## config.mk

```make
export PLATFORM = sky130hd
export DESIGN_NAME = dgsp_relax
export DESIGN_NICKNAME = d
export VERILOG_FILES = /design/src/dense_graph_shortest_path_macros.svh /design/src/dgsp_pkg.sv /design/src/dgsp_relax.sv
export SDC_FILE = /design/constraint.sdc
export NUM_CORES = 1
export LEC_CHECK = 0
export ABC_AREA = 1
export BUFFER_PORTS_ARGS = -buffer_cell sky130_fd_sc_hd__buf_2
export CAP_MARGIN = 20
export CORE_MARGIN = 8
export CORE_UTILIZATION = 30
export CTS_CLUSTER_DIAMETER = 100
export DETAILED_ROUTE_END_ITERATION = 8
export PLACE_DENSITY_LB_ADDON = 0.05
export SYNTH_ARGS = -nofsm -noshare
export SYNTH_HDL_FRONTEND = slang
export SYNTH_SLANG_ARGS = --single-unit
```

## constraint.sdc

```tcl
create_clock -name clk -period 4.73 [get_ports clk]
set_input_delay 0.7095 -clock clk [delete_from_list [all_inputs] [get_ports clk]]
set_output_delay 0.7095 -clock clk [all_outputs]
set_load 0.005 [all_outputs]
```

## src/dense_graph_shortest_path_macros.svh

```systemverilog
// Assertion shorthands used by the top-level RTL file.
`ifndef DENSE_GRAPH_SHORTEST_PATH_MACROS_SVH
`define DENSE_GRAPH_SHORTEST_PATH_MACROS_SVH

// Check that the consequent holds in the same cycle as the antecedent.
`define DGSP_ASSERT_NOW(label, clk, rst_n, ante, cons) \
	label: assert property (@(posedge clk) disable iff (!rst_n) (ante) |-> (cons)) \
		else $error("dgsp assertion failed");

// Check that the consequent holds in the cycle after the antecedent.
`define DGSP_ASSERT_NEXT(label, clk, rst_n, ante, cons) \
	label: assert property (@(posedge clk) disable iff (!rst_n) (ante) |=> (cons)) \
		else $error("dgsp assertion failed");

`endif

```

## src/dgsp_pkg.sv

```systemverilog
package dgsp_pkg;

	localparam int NODE_COUNT     = 32;
	localparam int NODE_BITS      = $clog2(NODE_COUNT);
	localparam int WEIGHT_BITS    = 16;
	localparam int DIST_BITS      = 21;
	localparam int EDGE_DEPTH     = NODE_COUNT * NODE_COUNT;
	localparam int EDGE_ADDR_BITS = $clog2(EDGE_DEPTH);
	localparam int ENTRY_BITS     = DIST_BITS + NODE_BITS;
	localparam int MAX_ITEMS      = 32;

	localparam logic CMD_SET   = 1'b0;
	localparam logic CMD_QUERY = 1'b1;

	typedef logic [NODE_BITS-1:0]      node_t;
	typedef logic [DIST_BITS-1:0]      dist_t;
	typedef logic [WEIGHT_BITS-1:0]    weight_t;
	typedef logic [EDGE_ADDR_BITS-1:0] eaddr_t;

	// Control for one relaxation step, lined up with the memory read data
	typedef struct packed {
		logic valid;
		logic clear;
		logic visited;
		logic reached;
	} relax_ctl_t;

	// Running minimum over unvisited reached nodes
	typedef struct packed {
		logic  found;
		node_t node;
		dist_t cost;
	} best_t;

endpackage

```

## src/dgsp_relax.sv

```systemverilog
module dgsp_relax (
	input  logic                clk,
	input  logic                arst_n,
	input  dgsp_pkg::relax_ctl_t ctl,
	input  dgsp_pkg::node_t     v,
	input  dgsp_pkg::dist_t     du,
	input  dgsp_pkg::weight_t   w,
	input  dgsp_pkg::dist_t     d,
	output logic                upd,
	output dgsp_pkg::dist_t     nd,
	output dgsp_pkg::best_t     best
);

	logic [dgsp_pkg::DIST_BITS:0] sum;
	logic                          cand;
	dgsp_pkg::dist_t               deff;
	dgsp_pkg::best_t               best_q;

	// Candidate distance through the current node
	assign sum = {1'b0, du} + (dgsp_pkg::DIST_BITS + 1)'(w);
	assign nd  = sum[dgsp_pkg::DIST_BITS-1:0];

	// Take the edge on a strictly shorter distance or a first reach
	assign upd = ctl.valid && !ctl.visited && (w != '0) && (!ctl.reached || (nd < d));

	// Distance of the neighbor after this step
	assign cand = ctl.valid && !ctl.visited && (ctl.reached || upd);
	assign deff = upd ? nd : d;

	// Track the lowest-index node of smallest distance
	always_ff @(posedge clk or negedge arst_n) begin
		if (!arst_n) begin
			best_q.found <= 1'b0;
			best_q.node  <= '0;
			best_q.cost  <= '0;
		end else if (ctl.clear) begin
			best_q.found <= 1'b0;
		end else if (cand && (!best_q.found || (deff < best_q.cost))) begin
			best_q.found <= 1'b1;
			best_q.node  <= v;
			best_q.cost  <= deff;
		end
	end

	assign best = best_q;

endmodule

```

==> results.md <==
* Xor/xnor cell area share of the yosys netlist at 4.981%
* Vias per inst at approximately 4.6
* Fin Clk Skew at around 0.0092 ns
* Die area at 0.01477 sq mm
* Hold Crit Class: input port to asynchronous set/reset pin
* RSZ-0062 raised after global routing: true
* Iter 0 DRT Violations at 170
* Worst setup margin at -0.2068 ns
* Final Hold Vio Count at 0
* Setup TNS Final at -4.893 ns
* CP Class: input port to flip-flop
* Most frequent cells in the layout: nand2_1 (125), buf_2 (115), buf_4 (106), inv_1 (71), ha_1 (42)
* Largest net degree at the start of global routing at 29
* Register bit total from synthesis at 27
* Share of cells above drive strength 1 at approximately 46%
* Post-route DRC at 0
* Reg power frac at around a quarter
* Multiplexer share of the synthesized area at 0%
* WL per Instance at roughly 14 um
* Commonest non-fill, non-tap cell in the layout: nand2_1
* Failing checks: negative setup slack
* Final setup vio count at 26
* Via count at slightly below 4k
* Arr. time, crit path at ~5 ns
* Switching Share at 41.97%
* Placed cells at ~850
* Crit. End Element: flip-flop
* Cell Count, Final, Fillers Out at 871
* Max Root-Sink Buffers at 2
* PortBufs at roughly 120
* Critical path fanouts, max at 6
* Share of the synthesized area in the top cell type at about a fifth
* Ant. Diodes at 0
* Nets@finish at 858
* Root Driver: clkbuf_8
* Gpl congestion at about 0.86
* Synth warnings at 0
* Max reg flops at 27
* Most common cell on crit path: nand2_1
* Fin util at between 50 and 60%
* First-pass DRT Iterations at 4
* Final period util at 104.4%
* Clk sink count at 27
* Simple-gate share of the synthesized area at a little under a third
* Total grt overflow at 0
* Slew headroom at 57.70%
* Synth area leader: ha_1
* Min Hold Slack at ~0.44 ns
* Max cap viols at 0
* Crit path required time at just under 5 ns
* Syn_nets at around 630
* CP startpoint kind: input port
* Compound-cell area share of the yosys netlist at around an eighth
* Comb pwr share at about two thirds
* Initial core utilization at between 30% and 40%
* Yosys cell types at 34
* Synth area leaders: ha_1 (21%), dfrtp_1 (20%), nand2_1 (17%)
* Bufs and invs on worst path at 7
* Internal cell power at 832.4 uW
* CP max-delay cell: fa_2
* NetSw at around 600 uW
* Pre-CTS setup slack at -0.5592 ns
* Routed wire length at 11.96 mm
* Peak supply drop at approximately 0.00018 V
* CTS buffer count at 3
* Max Clk Rate at 0.2026 GHz
* Post-Syn Area per Cell at about 6.7 sq um
* Io pins at between 100 and 150
* Area of the core at about 0.011 sq mm
* Die height at approximately 120 um
* Filler cells at 1114
* CP peak stage delay at around 0.40 ns
* Mapped Area at approximately 0.0033 sq mm
* Row Count at 38
* Cells after Synth at 500
* Initial antenna violation count at 0
* Area growth syn-to-layout at 67.64%
* First-pass GRT wire length at around 19 mm
* Clock period minus worst slack at 4.937 ns
* Clock Latency Late Sink at around 0.28 ns
* Clock Power Share at under 10%
* Pwr/cell area at around 260 mW/mm^2
* Largest family of logic cells by synthesized area: simple AND/OR/NAND/NOR gates
* Vias in the first global route at between 4k and 5k
* Worst-Margin Slew at roughly 0.63 ns
* Run status: complete, but fails checks
* CTS tree: yes
* DP Wirelength at ~9.8 mm
* DRT antenna net count at 0
* Reg clk slew, reported paths at ~0.10 ns
* # H-tree levels at 1
* Final Max Tran Viols at 0
* Pleak at ~0.0031 uW
* Sequential area share after synthesis at just over 20%
* All-layer global routing usage at 15.57%
* Die boundary width at 121.5 um
* Worst path top cell family by delay: simple AND/OR/NAND/NOR gates
* Adder-Cell Fraction of Synth Area at between 20% and 30%
stage by stage:
stage	area (sq um)	total power (uW)
detailed placement	4885	1162
finish	5600	1434
floorplan	3427	755.3
CTS	5300	1377
global route	5600	1581
global placement	4885	1149
cell usage after synthesis:
cell type and instances:
o21bai_1 1, nand4_1 7, inv_1 73, nand2_1 148
inv_2 1, o21ai_0 28, o21bai_2 1, ha_1 56
a211oi_1 2, nand3_1 34, nand2_4 3, buf_2 4
nand3_2 2, or3_1 1, nand2_2 3, xnor2_1 9
nor4_1 2, a21oi_1 33, nor3_1 1, nor2_2 1
o31ai_2 1, o211ai_1 1, nor3b_1 1, a21oi_2 2
clkbuf_1 3, buf_6 2, o21ai_2 3, dfrtp_1 27
xor2_1 10, nor2_1 33, o21a_1 1, a21o_1 3
fa_1 1, o21ai_1 2
repair_timing:
item	CTS	global route
cloned	3	4
hold buffers	0	0
setup buffers	8	5
resized for setup	52	47
endpoints found under the setup margin	26	26
pin swaps	6	25
metal layers:
layer | track usage [%] | vias up | part of all wire [%]
li1 | - | 2090 | -
met1 | 19.61 | 1796 | 44
met2 | 28.41 | 80 | 51
met3 | 1.582 | 7 | 3.7
met4 | 2.313 | 0 | 0.78
met5 | 0 | - | 0
worst reg2reg max path, cell delays in order (launching register included):
cell	delay [ns]
dfrtp_1	0.42
inv_1	0.11
ha_4	0.21
a21oi_2	0.13
o21ai_1	0.07
nand3_1	0.06
nand2_1	0.06
nand2_1	0.08
a21oi_2	0.05
nor4_2	0.28
nand2_2	0.10
nand2_4	0.11
buf_12	0.13
nand2_4	0.10
nand2_1	0.09
nand2_1	0.05
area by class of cell:
| cell class | instances | area [sq um] | share of cell area (%) |
|---|---|---|---|
| inverters | 74 | 285.3 | 5.094 |
| flip-flops and latches | 27 | 675.6 | 12.06 |
| well taps | 140 | 175.2 | 3.128 |
| multi-input cells | 393 | 2861 | 51.09 |
| repair inverters | 2 | 12.51 | 0.2234 |
| clock buffers | 4 | 45.04 | 0.8043 |
| repair buffers | 231 | 1545 | 27.59 |
logic make-up after synthesis:
family | Yosys count
XOR/XNOR | 19
AND/OR/NAND/NOR | 236
buffers and inverters | 83
AO/OA/AOI/OAI | 78
flip-flops | 27
adder cells (fa/ha/maj) | 57
path summary, 6_finish.rpt:
path / cells past startpoint / start / end / slack, ns
worst max register to register: 15 / best[8] / best[17] / 2.57
max in group asynchronous: 1 / arst_n / best[2] / 3.87
worst max-delay path: 34 / du[0] / best[17] / -0.21
min in group clk: 2 / best[24] / best[24] / 0.48
worst min-delay path: 1 / arst_n / best[20] / 0.44
worst min register to register: 2 / best[24] / best[24] / 0.48
power by group through the flow:
stage | registers (uW) | logic (uW) | clock network, uW
finish | 341 | 958 | 135
detailed placement | 340 | 822 | 0
global route | 350 | 1080 | 152
global placement | 340 | 809 | 0
CTS | 338 | 900 | 140
floorplan | 338 | 417 | 0
No activity file was read; power rests on OpenSTA's default activity.
