[src/dense_graph_shortest_path_macros.svh]
// Assertion shorthands used by the top-level RTL file.
`ifndef DENSE_GRAPH_SHORTEST_PATH_MACROS_SVH
`define DENSE_GRAPH_SHORTEST_PATH_MACROS_SVH

// Check that the consequent holds in the same cycle as the antecedent.
`define DGSP_ASSERT_NOW(label, clk, rst_n, ante, cons) \
	label: assert property (@(posedge clk) disable iff (!rst_n) (ante) |-> (cons)) \
		else $error("dgsp assertion failed");

// Check that the consequent holds in the cycle after the antecedent.
`define DGSP_ASSERT_NEXT(label, clk, rst_n, ante, cons) \
	label: assert property (@(posedge clk) disable iff (!rst_n) (ante) |=> (cons)) \
		else $error("dgsp assertion failed");

`endif

[src/dgsp_ram.sv]
module dgsp_ram #(
	parameter int WIDTH = 16,
	parameter int DEPTH = 32
) (
	input  logic                     clk,
	input  logic                     we,
	input  logic [$clog2(DEPTH)-1:0] waddr,
	input  logic [WIDTH-1:0]         wdata,
	input  logic [$clog2(DEPTH)-1:0] raddr,
	output logic [WIDTH-1:0]         rdata
);

	logic [WIDTH-1:0] mem [DEPTH];

	// Write one entry, read one entry with registered data
	always_ff @(posedge clk) begin
		if (we) begin
			mem[waddr] <= wdata;
		end
		rdata <= mem[raddr];
	end

endmodule

[config.mk]
export PLATFORM = sky130hd
export DESIGN_NAME = dgsp_ram
export DESIGN_NICKNAME = d
export VERILOG_FILES = /design/src/dense_graph_shortest_path_macros.svh /design/src/dgsp_ram.sv
export SDC_FILE = /design/constraint.sdc
export NUM_CORES = 1
export LEC_CHECK = 0
export BUFFER_PORTS_ARGS = -buffer_cell sky130_fd_sc_hd__buf_4
export CAP_MARGIN = 10
export CELL_PAD_IN_SITES_DETAIL_PLACEMENT = 1
export CELL_PAD_IN_SITES_GLOBAL_PLACEMENT = 1
export CORE_MARGIN = 2
export CORE_UTILIZATION = 49
export DETAILED_ROUTE_END_ITERATION = 10
export PLACE_DENSITY_LB_ADDON = 0.3
export SLEW_MARGIN = 0
export SYNTH_ARGS = -nofsm -noshare
export SYNTH_HDL_FRONTEND = slang
export SYNTH_SLANG_ARGS = --single-unit
[constraint.sdc]
create_clock -name clk -period 2.3 [get_ports clk]
set_clock_uncertainty 0.15 [all_clocks]
set_input_delay 0.46 -clock clk [delete_from_list [all_inputs] [get_ports clk]]
set_output_delay 0.46 -clock clk [all_outputs]
set_load 0.03 [all_outputs]
==> flow_results.xml <==
<?xml version="1.0" encoding="UTF-8"?>
<metrics>
  <group name="place">
    <metric name="gp_congestion" unit="">0.796</metric>
    <metric name="place.detailed.hpwl" unit="mm">31.3</metric>
    <metric name="buffer_ports.inserted" unit="">43</metric>
    <metric name="placed_cells_incl_taps" unit="">1751</metric>
  </group>
  <group name="cts">
    <metric name="clk_transition_reported_paths" unit="ps">60</metric>
    <metric name="cts_buffers" unit="">54</metric>
    <metric name="post_cts_resize_count" unit="">0</metric>
    <metric name="clk_path_buf_depth" unit="">3</metric>
    <metric name="clk_root_buffer_cell" unit="">sky130_fd_sc_hd__clkbuf_16</metric>
    <metric name="cts_setup_buffers" unit="">0</metric>
    <metric name="ctsHtreeMaxLevel" unit="">2</metric>
    <metric name="cts_hold_repair.buffers" unit="">0</metric>
    <metric name="clkSinkCount" unit="">528</metric>
    <metric name="cts_tree" unit="">done</metric>
    <metric name="clk_latency" unit="ps">620</metric>
  </group>
  <group name="global_routing">
    <metric name="number_of_global_route_vias_before_repair" unit="">12000</metric>
    <metric name="grt_pass1_wl" unit="mm">78.3</metric>
    <metric name="antenna_found_initial" unit="">0</metric>
    <metric name="grt_max_degree" unit="">52</metric>
    <metric name="grt_overflow" unit="">0</metric>
    <metric name="gr-usage-all-layers" unit="%">24.8</metric>
  </group>
  <group name="synth">
    <metric name="ys_types" unit="">26</metric>
    <metric name="synthesis.area_per_instance" unit="um^2">18.0</metric>
    <metric name="yosys_warnings" unit="">0</metric>
    <metric name="mappedNetlistNets" unit="">1171</metric>
    <metric name="seq_area_frac_synth" unit="%">76.4</metric>
    <metric name="synth-seq-cells" unit="">528</metric>
    <metric name="netlist_instances" unit="">1143</metric>
    <metric name="synth_area" unit="um^2">20500</metric>
  </group>
  <group name="floorplanning">
    <metric name="pin_count" unit="">44</metric>
    <metric name="die_h" unit="um">209</metric>
    <metric name="fp.coreArea" unit="um^2">41700</metric>
    <metric name="rows" unit="">75</metric>
    <metric name="floorplan.die.width" unit="um">209</metric>
    <metric name="initial_core_util" unit="%">49.3</metric>
    <metric name="die_area" unit="um^2">43600</metric>
  </group>
  <group name="final_layout">
    <metric name="utilization" unit="%">58.0</metric>
    <metric name="final_layout_size_suffix_gt1_share" unit="%">17.1</metric>
    <metric name="finish.cell_count_without_fillers" unit="">1851</metric>
    <metric name="area_overhead_of_the_layout_relative_to_synthesis" unit="%">17.6</metric>
    <metric name="filler_cell_count" unit="">3731</metric>
    <metric name="num-nets-final" unit="">1296</metric>
    <metric name="antennaDiodeCount" unit="">0</metric>
  </group>
  <group name="power_and_ir_drop">
    <metric name="power_per_cell_area" unit="nW/um^2">864</metric>
    <metric name="vdd.ir_drop.worst" unit="V">0.000705</metric>
    <metric name="total_power" unit="mW">20.9</metric>
    <metric name="p_leak" unit="nW">8.51</metric>
  </group>
  <group name="worst_setup_path">
    <metric name="critical-path-top-delay-family" unit="">flip-flops</metric>
    <metric name="cp_slowest_cell" unit="">sky130_fd_sc_hd__dfxtp_1</metric>
    <metric name="crit_chain" unit="">buf_4</metric>
    <metric name="crit_required" unit="ps">1690</metric>
    <metric name="critPathCaptureType" unit="">primary output</metric>
    <metric name="critPathMaxStageDelay" unit="ps">450</metric>
    <metric name="reg2reg_from" unit="">mem[7][5]$_DFFE_PP_</metric>
    <metric name="worstPathArrival" unit="ps">1280</metric>
    <metric name="classification_of_the_worst_setup_path" unit="">flip-flop to primary output</metric>
    <metric name="rrSetupSlack" unit="ps">540</metric>
    <metric name="critPathBufInv" unit="">1</metric>
    <metric name="cp-start-kind" unit="">flip-flop</metric>
    <metric name="setup.worst_path.start" unit="">rdata[11]$_DFF_P_</metric>
    <metric name="path_max_fanout" unit="">1</metric>
  </group>
  <group name="status">
    <metric name="outcome" unit="">finished, final reports clean</metric>
  </group>
  <group name="routing">
    <metric name="antenna_nets_post_route" unit="">0</metric>
    <metric name="firstDrtPassIters" unit="">5</metric>
    <metric name="post-route-drc-count" unit="">0</metric>
    <metric name="drt_iter0_drc" unit="">814</metric>
    <metric name="route.detailed.wl_per_inst" unit="um">28.7</metric>
    <metric name="route.final.wire_length" unit="mm">53.2</metric>
    <metric name="routed-via-count" unit="">11100</metric>
    <metric name="detail_route.vias_per_cell" unit="">5.98</metric>
  </group>
  <group name="timing">
    <metric name="rsz0062_at_grt" unit="">false</metric>
    <metric name="finalCriticalPeriod" unit="ps">1890</metric>
    <metric name="worst_slew_margin_rel" unit="%">70.6</metric>
    <metric name="finalSetupTns" unit="ps">0</metric>
    <metric name="hold_viol" unit="">0</metric>
    <metric name="max_slew_violation_total_from_the_final_report" unit="">0</metric>
    <metric name="layout_worst_path_cycle_share" unit="%">82.0</metric>
    <metric name="final-setup-viol-count" unit="">0</metric>
    <metric name="max_freq" unit="MHz">530</metric>
    <metric name="actual_transition_at_the_worst_max_transition_pin" unit="ps">439</metric>
  </group>
  <group name="hold_path">
    <metric name="min_from" unit="">wdata[6]</metric>
    <metric name="worst_hold_path_type" unit="">input pin to flip-flop</metric>
  </group>
  <group name="flow_run">
    <metric name="max_cap_viol_count" unit="">0</metric>
  </group>
</metrics>
[path summary, 6_finish.rpt]
| path | endpoint | cells past startpoint |
|---|---|---|
| min | mem[1][6]$_DFFE_PP_ | 1 |
| max reg2reg | rdata[5]$_DFF_P_ | 6 |
| min reg2reg | rdata[3]$_DFF_P_ | 4 |
| max | rdata[11] | 1 |
[per-stage QoR]
| stage | setup WS (ps) | hold WS [ps] | cell area [um^2] |
|---|---|---|---|
| floorplan | -50.0 | 403 | 20500 |
| finish | 413 | 132 | 24100 |
| global route | 406 | 124 | 24100 |
| global placement | -38.9 | 429 | 22400 |
| detailed placement | -33.0 | 450 | 22400 |
| CTS | 367 | 96.6 | 24100 |
[layout by cell type, fill, tap and decap left out]
cell type,netlist,routed
sky130_fd_sc_hd__a21oi_1,32,32
sky130_fd_sc_hd__a22o_1,32,32
sky130_fd_sc_hd__a22oi_1,64,64
sky130_fd_sc_hd__a31oi_1,16,16
sky130_fd_sc_hd__and2_2,0,1
sky130_fd_sc_hd__buf_12,5,51
sky130_fd_sc_hd__buf_4,19,84
sky130_fd_sc_hd__buf_8,6,1
sky130_fd_sc_hd__bufinv_16,0,7
sky130_fd_sc_hd__clkbuf_1,12,13
sky130_fd_sc_hd__clkbuf_16,0,55
sky130_fd_sc_hd__clkinv_1,0,17
sky130_fd_sc_hd__clkinv_2,0,4
sky130_fd_sc_hd__clkinv_4,0,1
sky130_fd_sc_hd__clkinv_8,0,2
sky130_fd_sc_hd__clkinvlp_4,0,1
sky130_fd_sc_hd__dfxtp_1,16,16
sky130_fd_sc_hd__edfxtp_1,512,512
sky130_fd_sc_hd__mux2i_1,256,256
sky130_fd_sc_hd__nand2_1,33,33
sky130_fd_sc_hd__nand2b_1,2,2
sky130_fd_sc_hd__nand3_1,34,34
sky130_fd_sc_hd__nand3b_1,5,5
sky130_fd_sc_hd__nand4_1,16,16
sky130_fd_sc_hd__nor2_1,33,22
sky130_fd_sc_hd__nor2_2,0,11
sky130_fd_sc_hd__nor2_4,1,1
sky130_fd_sc_hd__nor2b_4,0,2
sky130_fd_sc_hd__nor3_1,16,16
sky130_fd_sc_hd__or2_1,1,1
sky130_fd_sc_hd__or3_1,1,1
sky130_fd_sc_hd__or3b_2,3,3
[cell usage after synthesis]
cell                         n  area (um^2)
sky130_fd_sc_hd__or2_1       1         6.26
sky130_fd_sc_hd__a31oi_1    16          100
sky130_fd_sc_hd__buf_4      19          143
sky130_fd_sc_hd__buf_6       6         67.6
sky130_fd_sc_hd__or3_1       1         6.26
sky130_fd_sc_hd__nor3_1     16         80.1
sky130_fd_sc_hd__nor2_1     33          124
sky130_fd_sc_hd__nand3_1    34          170
sky130_fd_sc_hd__nor2_4      1         11.3
sky130_fd_sc_hd__edfxtp_1  512        15400
sky130_fd_sc_hd__nand3b_1    5         37.5
sky130_fd_sc_hd__buf_12      5          100
sky130_fd_sc_hd__a22oi_1    64          480
sky130_fd_sc_hd__and2_1      1         6.26
sky130_fd_sc_hd__dfxtp_1    16          320
sky130_fd_sc_hd__or3b_2      3         26.3
sky130_fd_sc_hd__buf_8       6         90.1
sky130_fd_sc_hd__a21oi_1    32          160
sky130_fd_sc_hd__nor2b_1     2         12.5
sky130_fd_sc_hd__nand2_1    33          124
sky130_fd_sc_hd__clkbuf_1   12         45.0
sky130_fd_sc_hd__buf_2      19         95.1
sky130_fd_sc_hd__nand2b_1    2         12.5
sky130_fd_sc_hd__a22o_1     32          280
sky130_fd_sc_hd__nand4_1    16          100
sky130_fd_sc_hd__mux2i_1   256         2560
[kinds of logic (layout without fill, tap and decap cells)]
group | count (synthesis) | count (layout) | synth area share (%)
AOI/OAI and AO/OA | 144 | 144 | 4.97
buffers and inverters | 67 | 236 | 2.63
DFF | 528 | 528 | 76.4
muxes | 256 | 256 | 12.5
and+or+nand+nor | 148 | 148 | 3.49
[report_power, final]
group	switching, mW	leakage, nW	total (mW)	internal [mW]
Sequential	0.0622	4.75	10.8	10.7
Combinational	0.808	2.91	1.28	0.470
Clock	3.68	0.852	8.84	5.16
Total	4.55	8.51	20.9	16.3
[routing by layer]
layer  vias up  track usage (%)  share of wire [%]
met1      5808             33.0                 41
met2       361             41.1                 50
met5         -                0                  0
met4         0             9.24                2.8
met3        83             4.31                6.0
li1       4822                -                  -
[registers in the layout, summed over array words and instances (netlist names)]
| name | flops |
|---|---|
| mem | 512 |
| rdata | 16 |
[final cells by class]
class                      instances  area [um^2]  area share [%]
sequential                       528        15700            65.0
clock buffer                      68         1430            5.90
multi-input combinational        548         4340            18.0
clock inverter                    32          343            1.42
timing repair buffer             136         1670            6.90
tap                              539          674            2.79
Note: power is estimated with default switching activity, not from simulation.
